[config.mk]
export PLATFORM = sky130hd
export DESIGN_NAME = key_value_record_parser_core
export DESIGN_NICKNAME = d
export VERILOG_FILES = /design/src/rtl/core/kvrp_pkg.sv /design/src/rtl/core/kvrp_num.sv /design/src/rtl/core/key_value_record_parser_core.sv
export VERILOG_INCLUDE_DIRS = /design/src /design/src/rtl/core
export SDC_FILE = /design/constraint.sdc
export NUM_CORES = 1
export LEC_CHECK = 0
export ABC_CLOCK_PERIOD_IN_PS = 8000
export BUFFER_PORTS_ARGS = -buffer_cell sky130_fd_sc_hd__buf_4
export CAP_MARGIN = 5
export CORE_UTILIZATION = 44
export CTS_CLUSTER_SIZE = 14
export DETAILED_ROUTE_END_ITERATION = 10
export PLACE_DENSITY_LB_ADDON = 0.3
export SYNTH_ARGS = -nofsm -noshare
export SYNTH_HDL_FRONTEND = slang
export SYNTH_HIERARCHICAL = 1
export SYNTH_SLANG_ARGS = --single-unit
[constraint.sdc]
create_clock -name aclk -period 8 [get_ports aclk]
set_input_delay 0.4 -clock aclk [delete_from_list [all_inputs] [get_ports aclk]]
set_output_delay 0.4 -clock aclk [all_outputs]
set_load 0.05 [all_outputs]
[src/rtl/core/key_value_record_parser_core_defines.svh]
// Assertion helpers for the record parser core.
`ifndef KEY_VALUE_RECORD_PARSER_CORE_DEFINES_SVH
`define KEY_VALUE_RECORD_PARSER_CORE_DEFINES_SVH

// Checked only while out of reset.
`define KVRP_ASSERT(lbl, prop, msg) \
    lbl: assert property (@(posedge aclk) disable iff (!aresetn) prop) else $error(msg);

// Checked on every edge, reset included.
`define KVRP_ASSERT_ALWAYS(lbl, prop, msg) \
    lbl: assert property (@(posedge aclk) prop) else $error(msg);

`endif

[src/rtl/core/kvrp_pkg.sv]
package kvrp_pkg;

    localparam int KEY_MAX_DEF   = 16;
    localparam int VALUE_MAX_DEF = 128;

    // Parser phase
    typedef enum logic [2:0] {
        PH_START,
        PH_KEY,
        PH_EQ,
        PH_VAL,
        PH_ERR
    } phase_t;

    // Number (uid) scanner phase
    typedef enum logic [1:0] {
        NUM_SPACE,
        NUM_DIGITS,
        NUM_DONE
    } num_phase_t;

    typedef struct packed {
        logic [31:0] acc;
        logic        neg;
        num_phase_t  ph;
    } num_state_t;

    localparam num_state_t NUM_CLEAR = '{acc: 32'd0, neg: 1'b0, ph: NUM_SPACE};

    // Error codes
    localparam logic [2:0] ERR_NONE       = 3'd0;
    localparam logic [2:0] ERR_KEY_START  = 3'd1;
    localparam logic [2:0] ERR_KEY_LONG   = 3'd2;
    localparam logic [2:0] ERR_KEY_CHAR   = 3'd3;
    localparam logic [2:0] ERR_VALUE_LONG = 3'd4;
    localparam logic [2:0] ERR_UNKNOWN    = 3'd5;

    // Field ids
    localparam logic [1:0] FLD_EMAIL   = 2'd0;
    localparam logic [1:0] FLD_UID     = 2'd1;
    localparam logic [1:0] FLD_ROLE    = 2'd2;
    localparam logic [1:0] FLD_UNKNOWN = 2'd3;

    // Characters
    localparam logic [7:0] CH_EQ    = 8'h3D;
    localparam logic [7:0] CH_AMP   = 8'h26;
    localparam logic [7:0] CH_UNDER = 8'h5F;
    localparam logic [7:0] CH_PLUS  = 8'h2B;
    localparam logic [7:0] CH_MINUS = 8'h2D;
    localparam logic [7:0] CH_SPACE = 8'h20;

    function automatic logic is_alpha(input logic [7:0] c);
        return (c >= 8'h61 && c <= 8'h7A) || (c >= 8'h41 && c <= 8'h5A);
    endfunction

    function automatic logic is_digit(input logic [7:0] c);
        return c >= 8'h30 && c <= 8'h39;
    endfunction

    function automatic logic is_space(input logic [7:0] c);
        return c == CH_SPACE || (c >= 8'd9 && c <= 8'd13);
    endfunction

    function automatic logic [7:0] email_char(input logic [2:0] p);
        logic [7:0] c;
        case (p)
            3'd0:    c = 8'h65; // e
            3'd1:    c = 8'h6D; // m
            3'd2:    c = 8'h61; // a
            3'd3:    c = 8'h69; // i
            3'd4:    c = 8'h6C; // l
            default: c = 8'h00;
        endcase
        return c;
    endfunction

    function automatic logic [7:0] uid_char(input logic [2:0] p);
        logic [7:0] c;
        case (p)
            3'd0:    c = 8'h75; // u
            3'd1:    c = 8'h69; // i
            3'd2:    c = 8'h64; // d
            default: c = 8'h00;
        endcase
        return c;
    endfunction

    function automatic logic [7:0] role_char(input logic [2:0] p);
        logic [7:0] c;
        case (p)
            3'd0:    c = 8'h72; // r
            3'd1:    c = 8'h6F; // o
            3'd2:    c = 8'h6C; // l
            3'd3:    c = 8'h65; // e
            default: c = 8'h00;
        endcase
        return c;
    endfunction

    // Drop match flags of names that disagree with character c at position p.
    function automatic logic [2:0] key_flags(input logic [7:0] p, input logic [7:0] c,
                                             input logic [2:0] f);
        logic [2:0] r;
        r = f;
        if (p >= 8'd5 || email_char(p[2:0]) != c) r[0] = 1'b0;
        if (p >= 8'd3 || uid_char(p[2:0]) != c)   r[1] = 1'b0;
        if (p >= 8'd4 || role_char(p[2:0]) != c)  r[2] = 1'b0;
        return r;
    endfunction

    function automatic logic [1:0] key_id(input logic [2:0] f, input logic [7:0] len);
        logic [1:0] id;
        if (f[0] && len == 8'd5)      id = FLD_EMAIL;
        else if (f[1] && len == 8'd3) id = FLD_UID;
        else if (f[2] && len == 8'd4) id = FLD_ROLE;
        else                          id = FLD_UNKNOWN;
        return id;
    endfunction

endpackage

[src/rtl/core/kvrp_num.sv]
// Saturating decimal scanner for the uid value: one character per request.
module kvrp_num (
    input  kvrp_pkg::num_state_t cur,
    input  logic                 en,
    input  logic [7:0]           ch,
    output kvrp_pkg::num_state_t nxt,
    output logic [31:0]          uid
);

    localparam logic [35:0] MAG_CAP = 36'h0_8000_0000;

    logic        go_digits;
    logic [35:0] prod;

    // acc * 10 + digit, clipped at 2^31
    assign prod = {1'b0, cur.acc, 3'b000} + {3'b000, cur.acc, 1'b0}
                  + {32'd0, ch[3:0] - 4'd0};

    always_comb begin
        nxt       = cur;
        go_digits = 1'b0;
        if (en) begin
            // leading blanks and an optional sign
            if (cur.ph == kvrp_pkg::NUM_SPACE) begin
                if (kvrp_pkg::is_space(ch)) begin
                    go_digits = 1'b0;
                end else if (ch == kvrp_pkg::CH_PLUS || ch == kvrp_pkg::CH_MINUS) begin
                    nxt.neg = (ch == kvrp_pkg::CH_MINUS);
                    nxt.ph  = kvrp_pkg::NUM_DIGITS;
                end else begin
                    nxt.ph    = kvrp_pkg::NUM_DIGITS;
                    go_digits = 1'b1;
                end
            end else if (cur.ph == kvrp_pkg::NUM_DIGITS) begin
                go_digits = 1'b1;
            end
            // digit run
            if (go_digits) begin
                if (kvrp_pkg::is_digit(ch)) begin
                    nxt.acc = (prod > MAG_CAP) ? MAG_CAP[31:0] : prod[31:0];
                end else begin
                    nxt.ph = kvrp_pkg::NUM_DONE;
                end
            end
        end
    end

    // signed result; magnitude is at most 2^31
    assign uid = nxt.neg ? (32'd0 - nxt.acc) : (nxt.acc[31] ? 32'h7FFF_FFFF : nxt.acc);

endmodule

[src/rtl/core/key_value_record_parser_core.sv]
// Key/value record parser: takes one record byte per request on the s_ side and gives exactly
// one result per byte on the m_ side, one byte per clock sustained while m_tready stays high.
// Each byte passes through a single registered step: the parse state and the result register
// are both updated at the edge that accepts it, so the next byte can enter on the following
// cycle; the result register lets a new byte in whenever it is empty or being taken. m_tvalid
// is registered. Keys (email, uid, role) are matched character by character as they arrive.
`include "key_value_record_parser_core_defines.svh"

module key_value_record_parser_core #(
    parameter int KEY_MAX   = kvrp_pkg::KEY_MAX_DEF,
    parameter int VALUE_MAX = kvrp_pkg::VALUE_MAX_DEF
) (
    input  logic        aclk,
    input  logic        aresetn,
    input  logic        s_tvalid,
    output logic        s_tready,
    input  logic [7:0]  s_tdata,   // [7:0] in_byte
    input  logic        s_tlast,   // in_last
    output logic        m_tvalid,
    input  logic        m_tready,
    output logic [47:0] m_tdata,   // [0] value_valid, [8:1] value_byte, [9] field_done,
                                   // [41:10] uid_value, [44:42] error_code, zero above
    output logic [1:0]  m_tuser,   // [1:0] field_id
    output logic        m_tlast    // record_end
);

    localparam int KLW = $clog2(KEY_MAX + 1);
    localparam int VLW = $clog2(VALUE_MAX + 1);

    // parse state
    kvrp_pkg::phase_t     phase_reg, phase_next, phase_mid;
    logic [KLW-1:0]       klen_reg, klen_next;
    logic [2:0]           kflags_reg, kflags_next;
    logic [VLW-1:0]       vlen_reg, vlen_next;
    kvrp_pkg::num_state_t num_reg, num_next, num_cur, num_upd;

    // result register
    logic        m_tvalid_reg;
    logic        vvalid_reg, vvalid_next;
    logic [7:0]  vbyte_reg, vbyte_next;
    logic [1:0]  fid_reg, fid_next;
    logic        fdone_reg, fdone_next;
    logic [31:0] uid_reg, uid_next;
    logic [2:0]  err_reg, err_next;
    logic        rend_reg;

    logic        s_accept;
    logic        store, completed, do_clear, complete_now;
    logic [1:0]  id;
    logic [31:0] uid_w;
    logic [7:0]  b;

    assign b        = s_tdata;
    assign s_tready = !m_tvalid_reg || m_tready;
    assign s_accept = s_tvalid && s_tready;

    kvrp_num u_num (
        .cur (num_cur),
        .en  (store),
        .ch  (b),
        .nxt (num_upd),
        .uid (uid_w)
    );

    assign num_cur = do_clear ? kvrp_pkg::NUM_CLEAR : num_reg;

    // per-byte step
    always_comb begin
        phase_mid   = phase_reg;
        klen_next   = klen_reg;
        kflags_next = kflags_reg;
        vlen_next   = vlen_reg;
        store       = 1'b0;
        completed   = 1'b0;
        do_clear    = 1'b0;
        err_next    = kvrp_pkg::ERR_NONE;

        case (phase_reg)
            kvrp_pkg::PH_START: begin
                if (kvrp_pkg::is_alpha(b) || b == kvrp_pkg::CH_UNDER) begin
                    do_clear    = 1'b1;
                    vlen_next   = '0;
                    kflags_next = kvrp_pkg::key_flags(8'd0, b, 3'b111);
                    klen_next   = KLW'(1);
                    phase_mid   = kvrp_pkg::PH_KEY;
                end else begin
                    err_next  = kvrp_pkg::ERR_KEY_START;
                    phase_mid = kvrp_pkg::PH_ERR;
                end
            end
            kvrp_pkg::PH_KEY: begin
                if (kvrp_pkg::is_alpha(b) || kvrp_pkg::is_digit(b) || b == kvrp_pkg::CH_UNDER) begin
                    if (32'(klen_reg) >= KEY_MAX) begin
                        err_next  = kvrp_pkg::ERR_KEY_LONG;
                        phase_mid = kvrp_pkg::PH_ERR;
                    end else begin
                        kflags_next = kvrp_pkg::key_flags(8'(klen_reg), b, kflags_reg);
                        klen_next   = klen_reg + KLW'(1);
                    end
                end else if (b == kvrp_pkg::CH_EQ) begin
                    phase_mid = kvrp_pkg::PH_EQ;
                end else begin
                    err_next  = kvrp_pkg::ERR_KEY_CHAR;
                    phase_mid = kvrp_pkg::PH_ERR;
                end
            end
            kvrp_pkg::PH_EQ: begin
                if (b != kvrp_pkg::CH_EQ && b != kvrp_pkg::CH_AMP) begin
                    store     = 1'b1;
                    phase_mid = kvrp_pkg::PH_VAL;
                end
            end
            kvrp_pkg::PH_VAL: begin
                if (32'(vlen_reg) >= VALUE_MAX) begin
                    err_next  = kvrp_pkg::ERR_VALUE_LONG;
                    phase_mid = kvrp_pkg::PH_ERR;
                end else if (b == kvrp_pkg::CH_AMP) begin
                    completed = 1'b1;
                end else if (b != kvrp_pkg::CH_EQ) begin
                    store = 1'b1;
                end
            end
            default: ;
        endcase

        if (store) vlen_next = vlen_reg + VLW'(1);
        num_next = num_upd;

        id       = kvrp_pkg::key_id(kflags_next, 8'(klen_next));
        fid_next = (phase_mid == kvrp_pkg::PH_KEY || phase_mid == kvrp_pkg::PH_EQ ||
                    phase_mid == kvrp_pkg::PH_VAL) ? id : kvrp_pkg::FLD_UNKNOWN;

        // field completion at '&' or at the record's last byte while in a value
        complete_now = completed || (s_tlast && phase_mid == kvrp_pkg::PH_VAL);
        phase_next   = phase_mid;
        fdone_next   = 1'b0;
        uid_next     = 32'd0;
        if (complete_now) begin
            if (id == kvrp_pkg::FLD_UNKNOWN) begin
                err_next   = kvrp_pkg::ERR_UNKNOWN;
                phase_next = kvrp_pkg::PH_ERR;
            end else begin
                fdone_next  = 1'b1;
                uid_next    = (id == kvrp_pkg::FLD_UID) ? uid_w : 32'd0;
                phase_next  = kvrp_pkg::PH_START;
                klen_next   = '0;
                kflags_next = 3'b111;
                vlen_next   = '0;
                num_next    = kvrp_pkg::NUM_CLEAR;
            end
        end

        // record end: back to the reset state
        if (s_tlast) begin
            phase_next  = kvrp_pkg::PH_START;
            klen_next   = '0;
            kflags_next = 3'b111;
            vlen_next   = '0;
            num_next    = kvrp_pkg::NUM_CLEAR;
        end

        vvalid_next = store;
        vbyte_next  = store ? b : 8'd0;
    end

    // state and control registers
    always_ff @(posedge aclk) begin
        if (!aresetn) begin
            phase_reg    <= kvrp_pkg::PH_START;
            klen_reg     <= '0;
            kflags_reg   <= 3'b111;
            vlen_reg     <= '0;
            num_reg      <= kvrp_pkg::NUM_CLEAR;
            m_tvalid_reg <= 1'b0;
        end else begin
            if (s_accept) begin
                phase_reg  <= phase_next;
                klen_reg   <= klen_next;
                kflags_reg <= kflags_next;
                vlen_reg   <= vlen_next;
                num_reg    <= num_next;
            end
            if (s_accept)      m_tvalid_reg <= 1'b1;
            else if (m_tready) m_tvalid_reg <= 1'b0;
        end
    end

    // result payload
    always_ff @(posedge aclk) begin
        if (s_accept) begin
            vvalid_reg <= vvalid_next;
            vbyte_reg  <= vbyte_next;
            fid_reg    <= fid_next;
            fdone_reg  <= fdone_next;
            uid_reg    <= uid_next;
            err_reg    <= err_next;
            rend_reg   <= s_tlast;
        end
    end

    assign m_tvalid = m_tvalid_reg;
    assign m_tdata  = {3'b000, err_reg, uid_reg, fdone_reg, vbyte_reg, vvalid_reg};
    assign m_tuser  = fid_reg;
    assign m_tlast  = rend_reg;

    // checks
    `KVRP_ASSERT(a_end_resets, (s_accept && s_tlast) |=> (phase_reg == kvrp_pkg::PH_START && klen_reg == '0 && vlen_reg == '0), "record end did not return parser to start")
    `KVRP_ASSERT(a_done_no_err, (m_tvalid && fdone_reg) |-> (err_reg == kvrp_pkg::ERR_NONE && fid_reg != kvrp_pkg::FLD_UNKNOWN), "field done with error or unknown field")
    `KVRP_ASSERT(a_uid_only_done, (m_tvalid && uid_reg != 32'd0) |-> (fdone_reg && fid_reg == kvrp_pkg::FLD_UID), "uid value outside uid completion")
    `KVRP_ASSERT_ALWAYS(a_no_ready_rst, !aresetn |=> !m_tvalid, "result valid right after reset")

endmodule

==> flow_summary.yaml, run 1 <==
clock_network:
  clk_pin_slew_ns: 0.08
  holdBufCountCts: 0
  clock_path_buffers: 2
  numCtsBuffers: 9
  cts_root_buf: "clkbuf_16"
  cts_resized: 0
  h-tree-depth: 3
  cts_sinks: 103
  cts_setup_buffers: 0
  insertion_delay_ns: 0.36
  cts_tree: "yes"
route:
  drtIter0Drc: 733
  ant_nets: 0
  drcViolationCount: 0
  wire_per_inst_um: 19.6
  via_per_inst: 6.33
  wl_um: 30300
  dr_total_vias: 9769
  firstDrtPassIters: 6
placement:
  dp_hpwl_um: 22600
  place_inst: 1528
  io_buffers: 62
  gp_congestion: 0.936
yosys:
  async_flop_share: 0
  ys_ff_latch: 103
  synth_area_leaders: "edfxtp_1, dfxtp_1, ha_1"
  yosys_warnings: 6
  yosys.area.top_type: "edfxtp_1"
  synth_area_um2: 10100
  syn_inst: 1235
  synth.distinct_cells: 109
  synth_top_area_frac: 0.142
  syn_area_per_cell_um2: 8.21
  synth_edf_count: 48
  yosysSeqAreaShare: 0.251
  synth_flop_cell: "dfxtp_1"
timing:
  fin_crit_sh: 0.870
  fin_crit_ns: 6.96
  slew_viol_final: 0
  rsz0062_at_grt: "false"
  holdWs_ns: 0.284
  setup_tns_ns: 0
  slew-limit-headroom: 0.336
  tightest_slew_ns: 0.994
  setup_viol: 0
  finalClockSkew_ns: 0.0113
  clock.fmax_mhz: 144
  final-hold-violation-count: 0
floorplan:
  rows: 55
  core_um2: 22600
  die_x_um: 154
  initial_core_util: 0.448
  die-area_um2: 23600
  die_y_um: 154
  io_pins: 66
critical_path:
  crit_fanout: 26
  required_ns: 8.12
  cp_top_family: "simple AND/OR/NAND/NOR gates"
  slowest_delay_ns: 0.52
  crit_slowest_cell: "or4_1"
  cp.arrival_ns: 7.08
  end_kind: "register"
  crit_type: "reg2reg"
  crit_buf_inv: 2
  startpoint_type: "register"
final_layout:
  post_route_cells_drive_above_1_share: 0.148
  nFillCells: 2191
  layout.nets: 1341
  final_common_cell: "nor2_1"
  stdcell_count: 1544
  diodes: 0
  area_delta_synth_final_pct: 8.67
  final_cell_mix: "nor2_1, nand2_1, a21oi_1, buf_4, and2_1"
  largest_register_ffs: 35
  post-route-util: 0.486
global_routing:
  grt_max_degree: 55
  grt_pass1_vias: 9012
  grt_util_all_layers: 0.253
  antenna_found_initial: 0
  grt_pass1_wl_um: 48500
  grt-ovfl-total: 0
pwr:
  ir_drop_v: 0.0000920
  p_leak_nw: 4.44
  finalPower_w: 0.00116
  powerDensity_nw_per_um2: 105
job:
  max-cap-violations: 0
worst_hold_path:
  hp-class: "in2reg"
outcome:
  outcome: "complete, no violations"
==> final cells by class <==
type                            count  area, um^2  area share
Multi-Input combinational cell   1020        7080       0.643
Sequential cell                   103        2540       0.231
Timing Repair Buffer               79         593      0.0539
Tap cell                          285         357      0.0324
Clock buffer                       11         243      0.0220
Inverter                           41         154      0.0140
Clock inverter                      5        42.5     0.00386
==> power by group <==
group | internal [W] | switching, W | total [W]
clock | 0.000224 | 0.000213 | 0.000437
combinational | 0.0000409 | 0.000116 | 0.000157
sequential | 0.000562 | 0.00000598 | 0.000568
==> worst paths after layout <==
path	from	to	slack, ns	depth (start not counted)
min	s_tlast	m_tlast	0.28	1
max reg2reg	phase_reg[0]	uid_reg[24]	1.04	25
min reg2reg	vlen_reg[2]	vlen_reg[2]	0.51	2
max	phase_reg[0]	uid_reg[24]	1.04	25
==> Yosys cell counts (all sizes together), types with 19 or more instances <==
| cell | instances |
|---|---|
| nor2 | 123 |
| nand2 | 100 |
| a21oi | 81 |
| and2 | 76 |
| o21ai | 76 |
| ha | 72 |
| dfxtp | 55 |
| a22oi | 48 |
| edfxtp | 48 |
| clkbuf | 44 |
| inv | 39 |
| nand3 | 36 |
| nor3 | 33 |
| buf | 29 |
| o21a | 21 |
| a31oi | 19 |
| and3 | 19 |
==> per-stage QoR <==
step / worst slack, ns / area (um^2)
after detailed placement: 0.962 / 10700
after global placement: 1.15 / 10700
final: 1.04 / 11000
after CTS: 1.19 / 11000
after global routing: 0.549 / 11000
after floorplan: 1.66 / 10100
==> routing by layer <==
metal  GRT usage  wire length (um)
met5           0                 0
met2       0.419             14200
met4      0.0981               898
met1       0.341             13700
met3      0.0237              1490
==> cells by family (layout without fill, tap and decap cells) <==
| logic type | count (synthesis) | after routing | share of synthesized area |
|---|---|---|---|
| AND/OR/NAND/NOR | 506 | 506 | 0.265 |
| XOR/XNOR | 24 | 24 | 0.0207 |
| flip-flops | 103 | 103 | 0.251 |
| buffers and inverters | 114 | 136 | 0.0528 |
| AO/OA/AOI/OAI | 401 | 401 | 0.304 |
| adder cells (fa/ha/maj) | 74 | 74 | 0.0929 |
| other | 1 | 3 | 0.000370 |
| multiplexers | 12 | 12 | 0.0126 |
(Power assumes the default switching activity.)
==> inputs of run 2 (changes only) <==
==> constraint.sdc (replaced) <==
create_clock -name aclk -period 8 [get_ports aclk]
set_input_delay 2 -clock aclk [delete_from_list [all_inputs] [get_ports aclk]]
set_output_delay 2 -clock aclk [all_outputs]
set_load 0.05 [all_outputs]
==> flow_summary.yaml, run 2 (synthesis results as in run 1) <==
final_layout:
  area_delta_synth_final_pct: 13.1
  stdcell_count: 1597
  final_cell_mix: "buf_4, nor2_1, nand2_1"
  layout.nets: 1394
  final_common_cell: "buf_4"
  nFillCells: 2136
  largest_register_ffs: 35
  diodes: 0
  post_route_cells_drive_above_1_share: 0.187
route:
  via_per_inst: 6.33
  drcViolationCount: 0
  wire_per_inst_um: 19.7
  firstDrtPassIters: 5
  drtIter0Drc: 993
  wl_um: 31500
  ant_nets: 0
  dr_total_vias: 10100
floorplan:
  die-area_um2: 23600
  core_um2: 22600
  initial_core_util: 0.448
  rows: 55
  io_pins: 66
  die_x_um: 154
  die_y_um: 154
timing:
  fin_crit_ns: 7.70
  slew_viol_final: 0
  holdWs_ns: 0.507
  finalClockSkew_ns: 0.0116
  final-hold-violation-count: 0
  setup_tns_ns: 0
  slew-limit-headroom: 0.325
  clock.fmax_mhz: 130
  setup_viol: 0
  fin_crit_sh: 0.962
  tightest_slew_ns: 1.01
critical_path:
  crit_type: "in2reg"
  cp.arrival_ns: 7.94
  slowest_delay_ns: 0.46
  required_ns: 8.24
  startpoint_type: "input pin"
  crit_top_cell: "buf_4"
  end_kind: "register"
  crit_slowest_cell: "o221ai_2"
  crit_fanout: 22
clock_network:
  cts_root_buf: "clkbuf_16"
  cts_sinks: 103
  h-tree-depth: 3
  clk_pin_slew_ns: 0.07
  insertion_delay_ns: 0.37
  numCtsBuffers: 9
  clock_path_buffers: 2
  cts_tree: "yes"
global_routing:
  grt_util_all_layers: 0.265
  grt_pass1_wl_um: 49900
  grt_max_degree: 58
  grt-ovfl-total: 0
  antenna_found_initial: 0
  grt_pass1_vias: 9269
pwr:
  powerDensity_nw_per_um2: 103
  ir_drop_v: 0.0000787
  p_leak_nw: 4.72
outcome:
  outcome: "complete, no violations"
placement:
  io_buffers: 62
  dp_hpwl_um: 24200
  place_inst: 1581
  gp_congestion: 0.989
worst_hold_path:
  hp-class: "reg2reg"
job:
  max-cap-violations: 0
run 2: critical path, delay by kind of cell:
kind                     cells  cell delay (ns)
AO/OA/AOI/OAI                7             1.43
adder cells (fa/ha/maj)      3             0.79
buffers and inverters        5             0.91
multiplexers                 1             0.23
AND/OR/NAND/NOR             14             2.54
run 2: what timing repair did:
item,4_1_cts,5_1_grt
hold buffers,0,0
endpoints found under the setup margin,0,12
resized for setup,0,9
buffers inserted,0,0
run 2: power breakdown:
group	switching, W	leakage (nW)	internal (W)
clock network	0.000217	0.148	0.000236
logic	0.000117	3.65	0.0000452
registers	0.00000615	0.922	0.000562
run 2: routing by layer:
| layer | vias up | GRT usage | share of wire | routed length, um |
|---|---|---|---|---|
| li1 | 4772 | - | - | - |
| met1 | 4801 | 0.352 | 0.44 | 13800 |
| met2 | 467 | 0.435 | 0.46 | 14600 |
| met3 | 66 | 0.0256 | 0.065 | 2060 |
| met4 | 0 | 0.118 | 0.033 | 1050 |
| met5 | - | 0 | 0 | 0 |
run 2: layout make-up:
cell class                      count  area, um^2  area share
Multi-Input combinational cell   1020        7110       0.621
Clock buffer                       11         254      0.0222
Timing Repair Buffer              132         991      0.0865
Tap cell                          285         357      0.0311
Inverter                           41         154      0.0134
Sequential cell                   103        2540       0.222
Clock inverter                      5        43.8     0.00382
run 2: through the flow:
step,total power [W],worst slack (ns),area (um^2),utilization
floorplan,0.000692,0.0602,10100,-
global placement,0.000740,0.0164,11100,0.491
detailed placement,0.000741,-0.0418,11100,0.491
CTS,0.00119,0.314,11400,0.505
global route,0.00122,-0.00688,11500,0.506
finish,0.00118,0.302,11500,0.506
run 2: final timing paths:
check | start | end | slack, ns | cells after the start
setup reg to reg | phase_reg[0] | uid_reg[10] | 1.46 | 27
hold reg to reg | num_reg[1] | num_reg[1] | 0.51 | 2
hold / removal | num_reg[1] | num_reg[1] | 0.51 | 2
setup / recovery | s_tdata[1] | uid_reg[10] | 0.30 | 30
